**src/hw/rtl/sprb_pkg.sv**
```systemverilog
// Shared types and constants for the SPI master ring buffer core.
// No dependencies; imported by sprb_ctrl, sprb_dp and the top level.
package sprb_pkg;

    localparam int OP_W   = 2;
    localparam int BYTE_W = 8;

    // Operation codes carried on s_tuser
    typedef enum logic [OP_W-1:0] {
        OP_LOAD      = 2'd0,
        OP_TRIGGER   = 2'd1,
        OP_XFER_DONE = 2'd2,
        OP_READ      = 2'd3
    } op_t;

    // Controller states
    typedef enum logic [1:0] {
        ST_IDLE,
        ST_FETCH,
        ST_OUT
    } state_t;

    // Commands from controller to datapath
    typedef struct packed {
        logic exec;     // input beat accepted: update pointers, issue RAM access
        logic capture;  // RAM read data valid: load result register
    } cmd_t;

    // One result item
    typedef struct packed {
        logic              load_dropped;
        logic              read_short;
        logic [BYTE_W-1:0] read_data;
        logic [BYTE_W-1:0] send_byte;
        logic              send_valid;
    } result_t;

endpackage

```
**src/hw/rtl/sprb_ram.sv**
```systemverilog
// Generic single-write, single-read RAM with registered read data.
// No dependencies.
module sprb_ram #(
    parameter int WIDTH = 8,
    parameter int DEPTH = 32
) (
    input  logic                     clk,
    input  logic                     we,
    input  logic [$clog2(DEPTH)-1:0] waddr,
    input  logic [WIDTH-1:0]         wdata,
    input  logic                     re,
    input  logic [$clog2(DEPTH)-1:0] raddr,
    output logic [WIDTH-1:0]         rdata
);

    logic [WIDTH-1:0] mem [DEPTH];
    logic [WIDTH-1:0] rdata_reg;

    // write port
    always_ff @(posedge clk)
    begin
        if (we)
        begin
            mem[waddr] <= wdata;
        end
    end

    // registered read port
    always_ff @(posedge clk)
    begin
        if (re)
        begin
            rdata_reg <= mem[raddr];
        end
    end

    assign rdata = rdata_reg;

endmodule

```
**src/hw/rtl/sprb_ctrl.sv**
```systemverilog
// Controller state machine: sequences accept, RAM fetch and result beat.
// Depends on sprb_pkg.
module sprb_ctrl
    import sprb_pkg::*;
(
    input  logic clk,
    input  logic rst_n,
    input  logic s_tvalid,
    output logic s_tready,
    output logic m_tvalid,
    input  logic m_tready,
    output cmd_t cmd
);

    state_t state_reg;
    state_t state_next;

    // state register
    always_ff @(posedge clk or negedge rst_n)
    begin
        if (!rst_n)
        begin
            state_reg <= ST_IDLE;
        end
        else
        begin
            state_reg <= state_next;
        end
    end

    // next state and outputs
    always_comb
    begin
        state_next  = state_reg;
        s_tready    = 1'b0;
        m_tvalid    = 1'b0;
        cmd.exec    = 1'b0;
        cmd.capture = 1'b0;
        unique case (state_reg)
            ST_IDLE:
            begin
                s_tready = 1'b1;
                if (s_tvalid)
                begin
                    cmd.exec   = 1'b1;
                    state_next = ST_FETCH;
                end
            end
            ST_FETCH:
            begin
                cmd.capture = 1'b1;
                state_next  = ST_OUT;
            end
            ST_OUT:
            begin
                m_tvalid = 1'b1;
                if (m_tready)
                begin
                    state_next = ST_IDLE;
                end
            end
            default:
            begin
                state_next = ST_IDLE;
            end
        endcase
    end

endmodule

```
**src/hw/rtl/sprb_dp.sv**
```systemverilog
// Datapath: ring pointers, occupancy math, both ring RAMs, result register.
// Depends on sprb_pkg and sprb_ram.
module sprb_dp
    import sprb_pkg::*;
#(
    parameter int BUF_DEPTH = 32
) (
    input  logic              clk,
    input  logic              rst_n,
    input  cmd_t              cmd,
    input  op_t               op,
    input  logic [BYTE_W-1:0] tx_byte,
    input  logic [BYTE_W-1:0] count,
    input  logic [BYTE_W-1:0] received_byte,
    output result_t           result
);

    localparam int PW = $clog2(BUF_DEPTH);
    // sum width: pointer plus an 8-bit count never exceeds 9 bits
    localparam int SW = BYTE_W + 1;
    localparam logic [SW-1:0] DEPTH_S = SW'(BUF_DEPTH);
    localparam logic [PW-1:0] LAST_P  = PW'(BUF_DEPTH - 1);

    logic [PW-1:0] tx_head_reg, tx_head_next;
    logic [PW-1:0] tx_tail_reg, tx_tail_next;
    logic [PW-1:0] rx_head_reg, rx_head_next;
    logic [PW-1:0] rx_tail_reg, rx_tail_next;

    logic send_reg, send_next;
    logic rdok_reg, rdok_next;
    logic short_reg, short_next;
    logic drop_reg, drop_next;
    result_t result_reg;

    logic              tx_we, tx_re, rx_we, rx_re;
    logic [PW-1:0]     rx_raddr;
    logic [BYTE_W-1:0] tx_rdata, rx_rdata;

    logic              tx_empty;
    logic [BYTE_W-1:0] n;
    logic              n_ok;
    logic [SW-1:0]     have;
    logic [SW-1:0]     addr_sum, tail_sum;
    logic [PW-1:0]     rx_tail_adv;

    function automatic logic [PW-1:0] ptr_inc(input logic [PW-1:0] p);
        ptr_inc = (p == LAST_P) ? '0 : p + PW'(1);
    endfunction

    // occupancy and read offsets
    always_comb
    begin
        tx_empty = (tx_head_reg == tx_tail_reg);
        n        = (count == '0) ? BYTE_W'(1) : count;
        n_ok     = ({1'b0, n} <= DEPTH_S);
        have     = SW'(rx_head_reg) - SW'(rx_tail_reg)
                 + ((rx_head_reg < rx_tail_reg) ? DEPTH_S : '0);
        addr_sum = SW'(rx_tail_reg) + {1'b0, n} - SW'(1);
        if (addr_sum >= DEPTH_S)
        begin
            addr_sum = addr_sum - DEPTH_S;
        end
        rx_raddr = addr_sum[PW-1:0];
        tail_sum = SW'(rx_tail_reg) + {1'b0, n};
        if (tail_sum >= DEPTH_S)
        begin
            tail_sum = tail_sum - DEPTH_S;
        end
        rx_tail_adv = tail_sum[PW-1:0];
    end

    // operation decode
    always_comb
    begin
        tx_head_next = tx_head_reg;
        tx_tail_next = tx_tail_reg;
        rx_head_next = rx_head_reg;
        rx_tail_next = rx_tail_reg;
        send_next    = send_reg;
        rdok_next    = rdok_reg;
        short_next   = short_reg;
        drop_next    = drop_reg;
        tx_we        = 1'b0;
        tx_re        = 1'b0;
        rx_we        = 1'b0;
        rx_re        = 1'b0;
        if (cmd.exec)
        begin
            send_next  = 1'b0;
            rdok_next  = 1'b0;
            short_next = 1'b0;
            drop_next  = 1'b0;
            unique case (op)
                OP_LOAD:
                begin
                    if ({1'b0, count} > DEPTH_S)
                    begin
                        drop_next = 1'b1;
                    end
                    else if (count != '0)
                    begin
                        tx_we        = 1'b1;
                        tx_head_next = ptr_inc(tx_head_reg);
                    end
                end
                OP_TRIGGER, OP_XFER_DONE:
                begin
                    if (!tx_empty)
                    begin
                        if (op == OP_XFER_DONE)
                        begin
                            rx_we        = 1'b1;
                            rx_head_next = ptr_inc(rx_head_reg);
                        end
                        tx_re        = 1'b1;
                        send_next    = 1'b1;
                        tx_tail_next = ptr_inc(tx_tail_reg);
                    end
                end
                OP_READ:
                begin
                    if (!n_ok)
                    begin
                        short_next = 1'b1;
                    end
                    else if (have >= {1'b0, n})
                    begin
                        rx_re        = 1'b1;
                        rdok_next    = 1'b1;
                        rx_tail_next = rx_tail_adv;
                    end
                    else
                    begin
                        rx_tail_next = rx_head_reg;
                        short_next   = 1'b1;
                    end
                end
                default:
                begin
                    short_next = 1'b0;
                end
            endcase
        end
    end

    // pointer and flag registers
    always_ff @(posedge clk or negedge rst_n)
    begin
        if (!rst_n)
        begin
            tx_head_reg <= '0;
            tx_tail_reg <= '0;
            rx_head_reg <= '0;
            rx_tail_reg <= '0;
        end
        else
        begin
            tx_head_reg <= tx_head_next;
            tx_tail_reg <= tx_tail_next;
            rx_head_reg <= rx_head_next;
            rx_tail_reg <= rx_tail_next;
        end
    end

    always_ff @(posedge clk)
    begin
        send_reg  <= send_next;
        rdok_reg  <= rdok_next;
        short_reg <= short_next;
        drop_reg  <= drop_next;
    end

    // result register, loaded when RAM data lands
    always_ff @(posedge clk)
    begin
        if (cmd.capture)
        begin
            result_reg.send_valid   <= send_reg;
            result_reg.send_byte    <= send_reg ? tx_rdata : '0;
            result_reg.read_data    <= rdok_reg ? rx_rdata : '0;
            result_reg.read_short   <= short_reg;
            result_reg.load_dropped <= drop_reg;
        end
    end

    assign result = result_reg;

    // transmit ring
    sprb_ram #(
        .WIDTH (BYTE_W),
        .DEPTH (BUF_DEPTH)
    ) u_tx_ram (
        .clk   (clk),
        .we    (tx_we),
        .waddr (tx_head_reg),
        .wdata (tx_byte),
        .re    (tx_re),
        .raddr (tx_tail_reg),
        .rdata (tx_rdata)
    );

    // receive ring
    sprb_ram #(
        .WIDTH (BYTE_W),
        .DEPTH (BUF_DEPTH)
    ) u_rx_ram (
        .clk   (clk),
        .we    (rx_we),
        .waddr (rx_head_reg),
        .wdata (received_byte),
        .re    (rx_re),
        .raddr (rx_raddr),
        .rdata (rx_rdata)
    );

endmodule

```
**src/hw/rtl/spi_master_ring_buffers_core.sv**
```systemverilog
// Top level of the SPI master transmit/receive ring buffer core.
// Depends on sprb_pkg, sprb_ctrl, sprb_dp (and sprb_ram through sprb_dp).
//
// One input beat carries one operation (load, trigger, transfer done, read)
// and yields exactly one result beat. An item passes through the controller
// states in turn: ST_IDLE accepts it, updates the pointers and issues the
// ring RAM access; ST_FETCH picks up the registered RAM read data into the
// result register; ST_OUT presents the result until m_tready. The next beat
// is taken once the result beat has been accepted, so no new item is taken
// while one is in flight. Both rings hold BUF_DEPTH bytes; their contents
// are undefined until written, and no clearing pass runs after reset.
module spi_master_ring_buffers_core
    import sprb_pkg::*;
#(
    parameter int BUF_DEPTH = 32
) (
    input  logic        clk,
    input  logic        rst_n,
    input  logic        s_tvalid,
    output logic        s_tready,
    // [7:0] tx_byte, [15:8] count, [23:16] received_byte
    input  logic [23:0] s_tdata,
    // [1:0] operation
    input  logic [1:0]  s_tuser,
    output logic        m_tvalid,
    input  logic        m_tready,
    // [0] send_valid, [8:1] send_byte, [16:9] read_data, [17] read_short,
    // [18] load_dropped, [23:19] zero
    output logic [23:0] m_tdata
);

    cmd_t    cmd;
    result_t result;

    sprb_ctrl u_ctrl (
        .clk      (clk),
        .rst_n    (rst_n),
        .s_tvalid (s_tvalid),
        .s_tready (s_tready),
        .m_tvalid (m_tvalid),
        .m_tready (m_tready),
        .cmd      (cmd)
    );

    sprb_dp #(
        .BUF_DEPTH (BUF_DEPTH)
    ) u_dp (
        .clk           (clk),
        .rst_n         (rst_n),
        .cmd           (cmd),
        .op            (op_t'(s_tuser)),
        .tx_byte       (s_tdata[7:0]),
        .count         (s_tdata[15:8]),
        .received_byte (s_tdata[23:16]),
        .result        (result)
    );

    // pack result beat, lowest field first
    assign m_tdata = {5'b0, result};

endmodule

```
**config.mk**
```make
export PLATFORM = sky130hd
export DESIGN_NAME = spi_master_ring_buffers_core
export DESIGN_NICKNAME = d
export VERILOG_FILES = /design/src/hw/rtl/sprb_pkg.sv /design/src/hw/rtl/sprb_ram.sv /design/src/hw/rtl/sprb_ctrl.sv /design/src/hw/rtl/sprb_dp.sv /design/src/hw/rtl/spi_master_ring_buffers_core.sv
export SDC_FILE = /design/constraint.sdc
export NUM_CORES = 1
export LEC_CHECK = 0
export BUFFER_PORTS_ARGS = -buffer_cell sky130_fd_sc_hd__buf_2
export CAP_MARGIN = 25
export CORE_ASPECT_RATIO = 0.5
export CORE_MARGIN = 3
export CORE_UTILIZATION = 45
export DETAILED_ROUTE_END_ITERATION = 8
export SETUP_SLACK_MARGIN = 0.5
export SLEW_MARGIN = 10
export SYNTH_ARGS = -nofsm -noshare
export SYNTH_HDL_FRONTEND = slang
export SYNTH_SLANG_ARGS = --single-unit
export TNS_END_PERCENT = 5
```
**constraint.sdc**
```tcl
create_clock -name clk -period 9.55 [get_ports clk]
set_clock_uncertainty 0.1 [all_clocks]
set_input_delay 1.91 -clock clk [delete_from_list [all_inputs] [get_ports clk]]
set_output_delay 1.91 -clock clk [all_outputs]
set_load 0.05 [all_outputs]
```
==> results <==
- For the pin with the worst max-slew slack, the measured transition is 1.02 ns.
- The number of antenna violations at the first check in global routing is 0.
- The biggest fanout along the worst timing path is 33.
- The remaining global-route overflow is 0.
- The starting density of the core is 46.0%.
- The overall die height is 167 um.
- The simple-gate share of the synthesized area is 4.32%.
- By area, the combinational part of the netlist is dominated by multiplexers.
- The total vias in the final route is 11,199.
- Counting flops with an async set or reset pin after synthesis yields a share of 3.84%.
- The final critical path takes up 65.5% of the cycle.
- For this run, the leading register cell type out of synthesis is sky130_fd_sc_hd__edfxtp_1.
- Counting distinct cell types in the post-synthesis netlist gives 58.
- The startpoint identified for the worst register-to-register timing path is u_dp.rx_tail_reg[0].
- The number of register bits inferred by synthesis is 573.
- The setup path with the least slack is of type in -> reg.
- The number of H-tree levels is 2.
- The required time of the worst setup path is 9.75 ns.
- The congestion estimate from routability-driven global placement came to 0.849.
- The cell with the biggest individual delay on the critical path is sky130_fd_sc_hd__ha_2.
- After layout, the design draws a total of 7.34 mW.
- The number of buffers on the longest clock path is 3.
- The number of endpoints with negative hold slack in the final report is 0.
- The later pin in the worst-skew pair is clocked with a latency of 0.57 ns.
- The clock tree from TritonCTS is yes.
- For this run, the number of Yosys warnings is 0.
- Clock tree synthesis found a total of 573 sinks.
- The biggest cell delay along the critical path is 0.93 ns.
- The setup check on the worst reg-to-reg path leaves a slack of 5.17 ns.
- STA classifies the critical path endpoint as a flip-flop.
- The detail route stage leaves a number of antenna-violating nets equal to 0.
- The family with the most delay on the worst path is adder cells.
- The area of the mapped netlist is 0.0234 sq mm.
- The synthesized instance count is 1,197.
- Counting I/O delays and the setup requirement, the final critical path takes 6.25 ns.
- After Yosys synthesis, full adders, half adders and majority gates account for 2.04% of the synthesized area.
- After filler insertion, the fill cell instance count of the layout stands at 4,057.
- The die boundary width is 328 um.
- The highest ir drop seen on vdd is 133 uV.
- In the global route stage, overall resource usage came out at 17.8%.
- STA classifies the critical path startpoint as an input pin.
- In this run the count of I/O pins placed on the die edge is 56.
- The critical path goes through buf_2 > or4_1 > nor2_1 > a31o_2 > ha_4 > inv_1 > ha_2 > buf_4 > mux4_2 > o211ai_1 > mux2i_1 > a2111oi_0 > nor4_1.
- Port buffering added 50 buffers.
- Setup repair after global routing left no endpoint under its margin.
- The arrival time at the worst endpoint is 6.45 ns.
- The synthesized area per cell is 19.5 sq um.
- The via count of the first global-routing pass came to 11,590.
- The max-slew violation count was 0.
- The count of instances resized after the clock tree is built is 0.
- The floorplan core area is 0.0508 sq mm.
- In this run the power density over the cells is 282 mW/mm^2.
- The half-perimeter wire length of the detailed placement result is 30,800 um.
- Summing the areas of all compound-gate instances in the mapped netlist gives 2.59% of the synthesized area.
- The area added between synthesis and finish is 11.2%.
- The combined buffer and inverter count along the critical path is 3.
- Before antenna repair, the detailed router went through 5 iterations.
- The part of the Yosys area used for sequential elements is 73.1%.
- The area share of xor/xnor cells in the synthesized design is 0.647%.
- The first global-routing pass estimated 74,100 um of wire.
- The layout net count is 1,326.
- The critical path starts at s_tdata[8].
- The full die area is 0.0549 sq mm.
- The commonest non-fill, non-tap cell in the layout is sky130_fd_sc_hd__edfxtp_1.
- The clock tree root driver cell is sky130_fd_sc_hd__clkbuf_16.
- The post-synthesis mux area share is 15.6%.
- Setup violations remaining at the end of the flow were counted as 0.
- The number of buffers added by the clock tree synthesis step is 51.
- The routed design has 48,600 um of wire.
- The sum of negative setup slack is 0 ns.
- Max-cap violations in this run came to 0.
- The relative max-transition margin is 31.7%.
- The class of the tightest hold or removal check is reg -> reg.
- The number of placement rows is 58.
- In this run, synthesis inferred 551 flip-flops with an integrated enable.
- The startpoint of the tightest hold check path is u_dp.short_reg.
- The run finished with clean final reports.
- The clock-pin transition on the worst setup and hold timing paths is 0.07 ns.
- The number of setup buffers added after CTS is 0.
- The fraction of final layout cells with drive strength greater than 1 is 24.9%.
- Entering global routing, the biggest net connects 69 pins.
- The area of the multi-input gates is 0.00593 sq mm.
- The top achievable clock speed is 160 MHz.
- The average wire length per cell after detail routing is 24.4 um.
- Summing all flip-flop and latch instances after layout gives 0.0171 sq mm.
- In this run the static leakage power is 8.38 nW.
- The via density per instance is 5.63.
- The DRC violation count after routing is 0.
- The library cells used most frequently in the layout, excluding fill and tap cells, are sky130_fd_sc_hd__edfxtp_1 (551), sky130_fd_sc_hd__mux4_2 (144), sky130_fd_sc_hd__nor2_1 (80).
- The initial DRC count is 1,076.
- The hold buffer count at CTS is 0.
- 0 antenna diodes ended up in the layout.
==> routing by layer <==
layer | global-route usage, % | share of wire [%] | up-vias
met1 | 25.6 | 44 | 5926
met2 | 29.1 | 49 | 278
met3 | 3.09 | 5.5 | 47
met4 | 3.57 | 1.2 | 0
li1 | - | - | 4948
met5 | 0 | 0 | -
==> cells by family after synthesis <==
kind of cell             count (synthesis)
AO/OA/AOI/OAI                           93
XOR/XNOR                                14
adder cells (fa/ha/maj)                 37
buffers and inverters                   90
flip-flops                             573
multiplexers                           181
other                                    1
AND/OR/NAND/NOR                        208
==> cells in the mapped netlist (18+ instances only) <==
cell type / instances / area share [%]
sky130_fd_sc_hd__ha_1: 35 / 1.9
sky130_fd_sc_hd__mux4_2: 144 / 14
sky130_fd_sc_hd__nand2_1: 30 / 0.48
sky130_fd_sc_hd__nor2_1: 80 / 1.3
sky130_fd_sc_hd__a21oi_1: 26 / 0.56
sky130_fd_sc_hd__mux2_2: 29 / 1.4
sky130_fd_sc_hd__dfrtp_1: 22 / 2.4
sky130_fd_sc_hd__clkbuf_1: 30 / 0.48
sky130_fd_sc_hd__edfxtp_1: 551 / 71
sky130_fd_sc_hd__and2_1: 18 / 0.48
sky130_fd_sc_hd__inv_1: 34 / 0.55
sky130_fd_sc_hd__nand3_1: 19 / 0.41
sky130_fd_sc_hd__o21ai_0: 19 / 0.41
==> final timing paths <==
path / to / cells past startpoint
max in group asynchronous: u_dp.tx_tail_reg[0] / 1
max: u_dp.u_rx_ram.rdata[6] / 13
min reg2reg: u_dp.result[17] / 0
min: u_dp.result[17] / 0
min in group asynchronous: u_ctrl.state_reg[0] / 1
max reg2reg: u_dp.u_rx_ram.rdata[6] / 9
==> cell type report <==
cell class | instances | area share [%]
flip-flops and latches | 573 | 65.7
multi-input cells | 538 | 22.8
clock buffers | 61 | 5.17
well taps | 690 | 3.32
repair buffers | 61 | 1.39
clock inverters | 33 | 1.10
inverters | 34 | 0.491
==> metrics by stage <==
step	hold WS, ns	instances	utilization, %	setup slack, ns	cell area (sq um)
after floorplan	0.300	1201	-	3.94	23400
after global placement	0.316	1892	47.9	2.81	24300
after detailed placement	0.318	1894	47.9	2.66	24400
final	0.323	1990	51.2	3.30	26000
after global routing	0.340	1990	51.2	2.98	26000
after CTS	0.325	1988	51.1	3.27	26000
==> report_power, final <==
group | total (mW) | switching [mW] | internal, mW
Combinational | 2.33 | 1.28 | 1.06
Sequential | 2.97 | 0.104 | 2.87
Clock | 2.03 | 0.894 | 1.14
(Power assumes the default switching activity.)
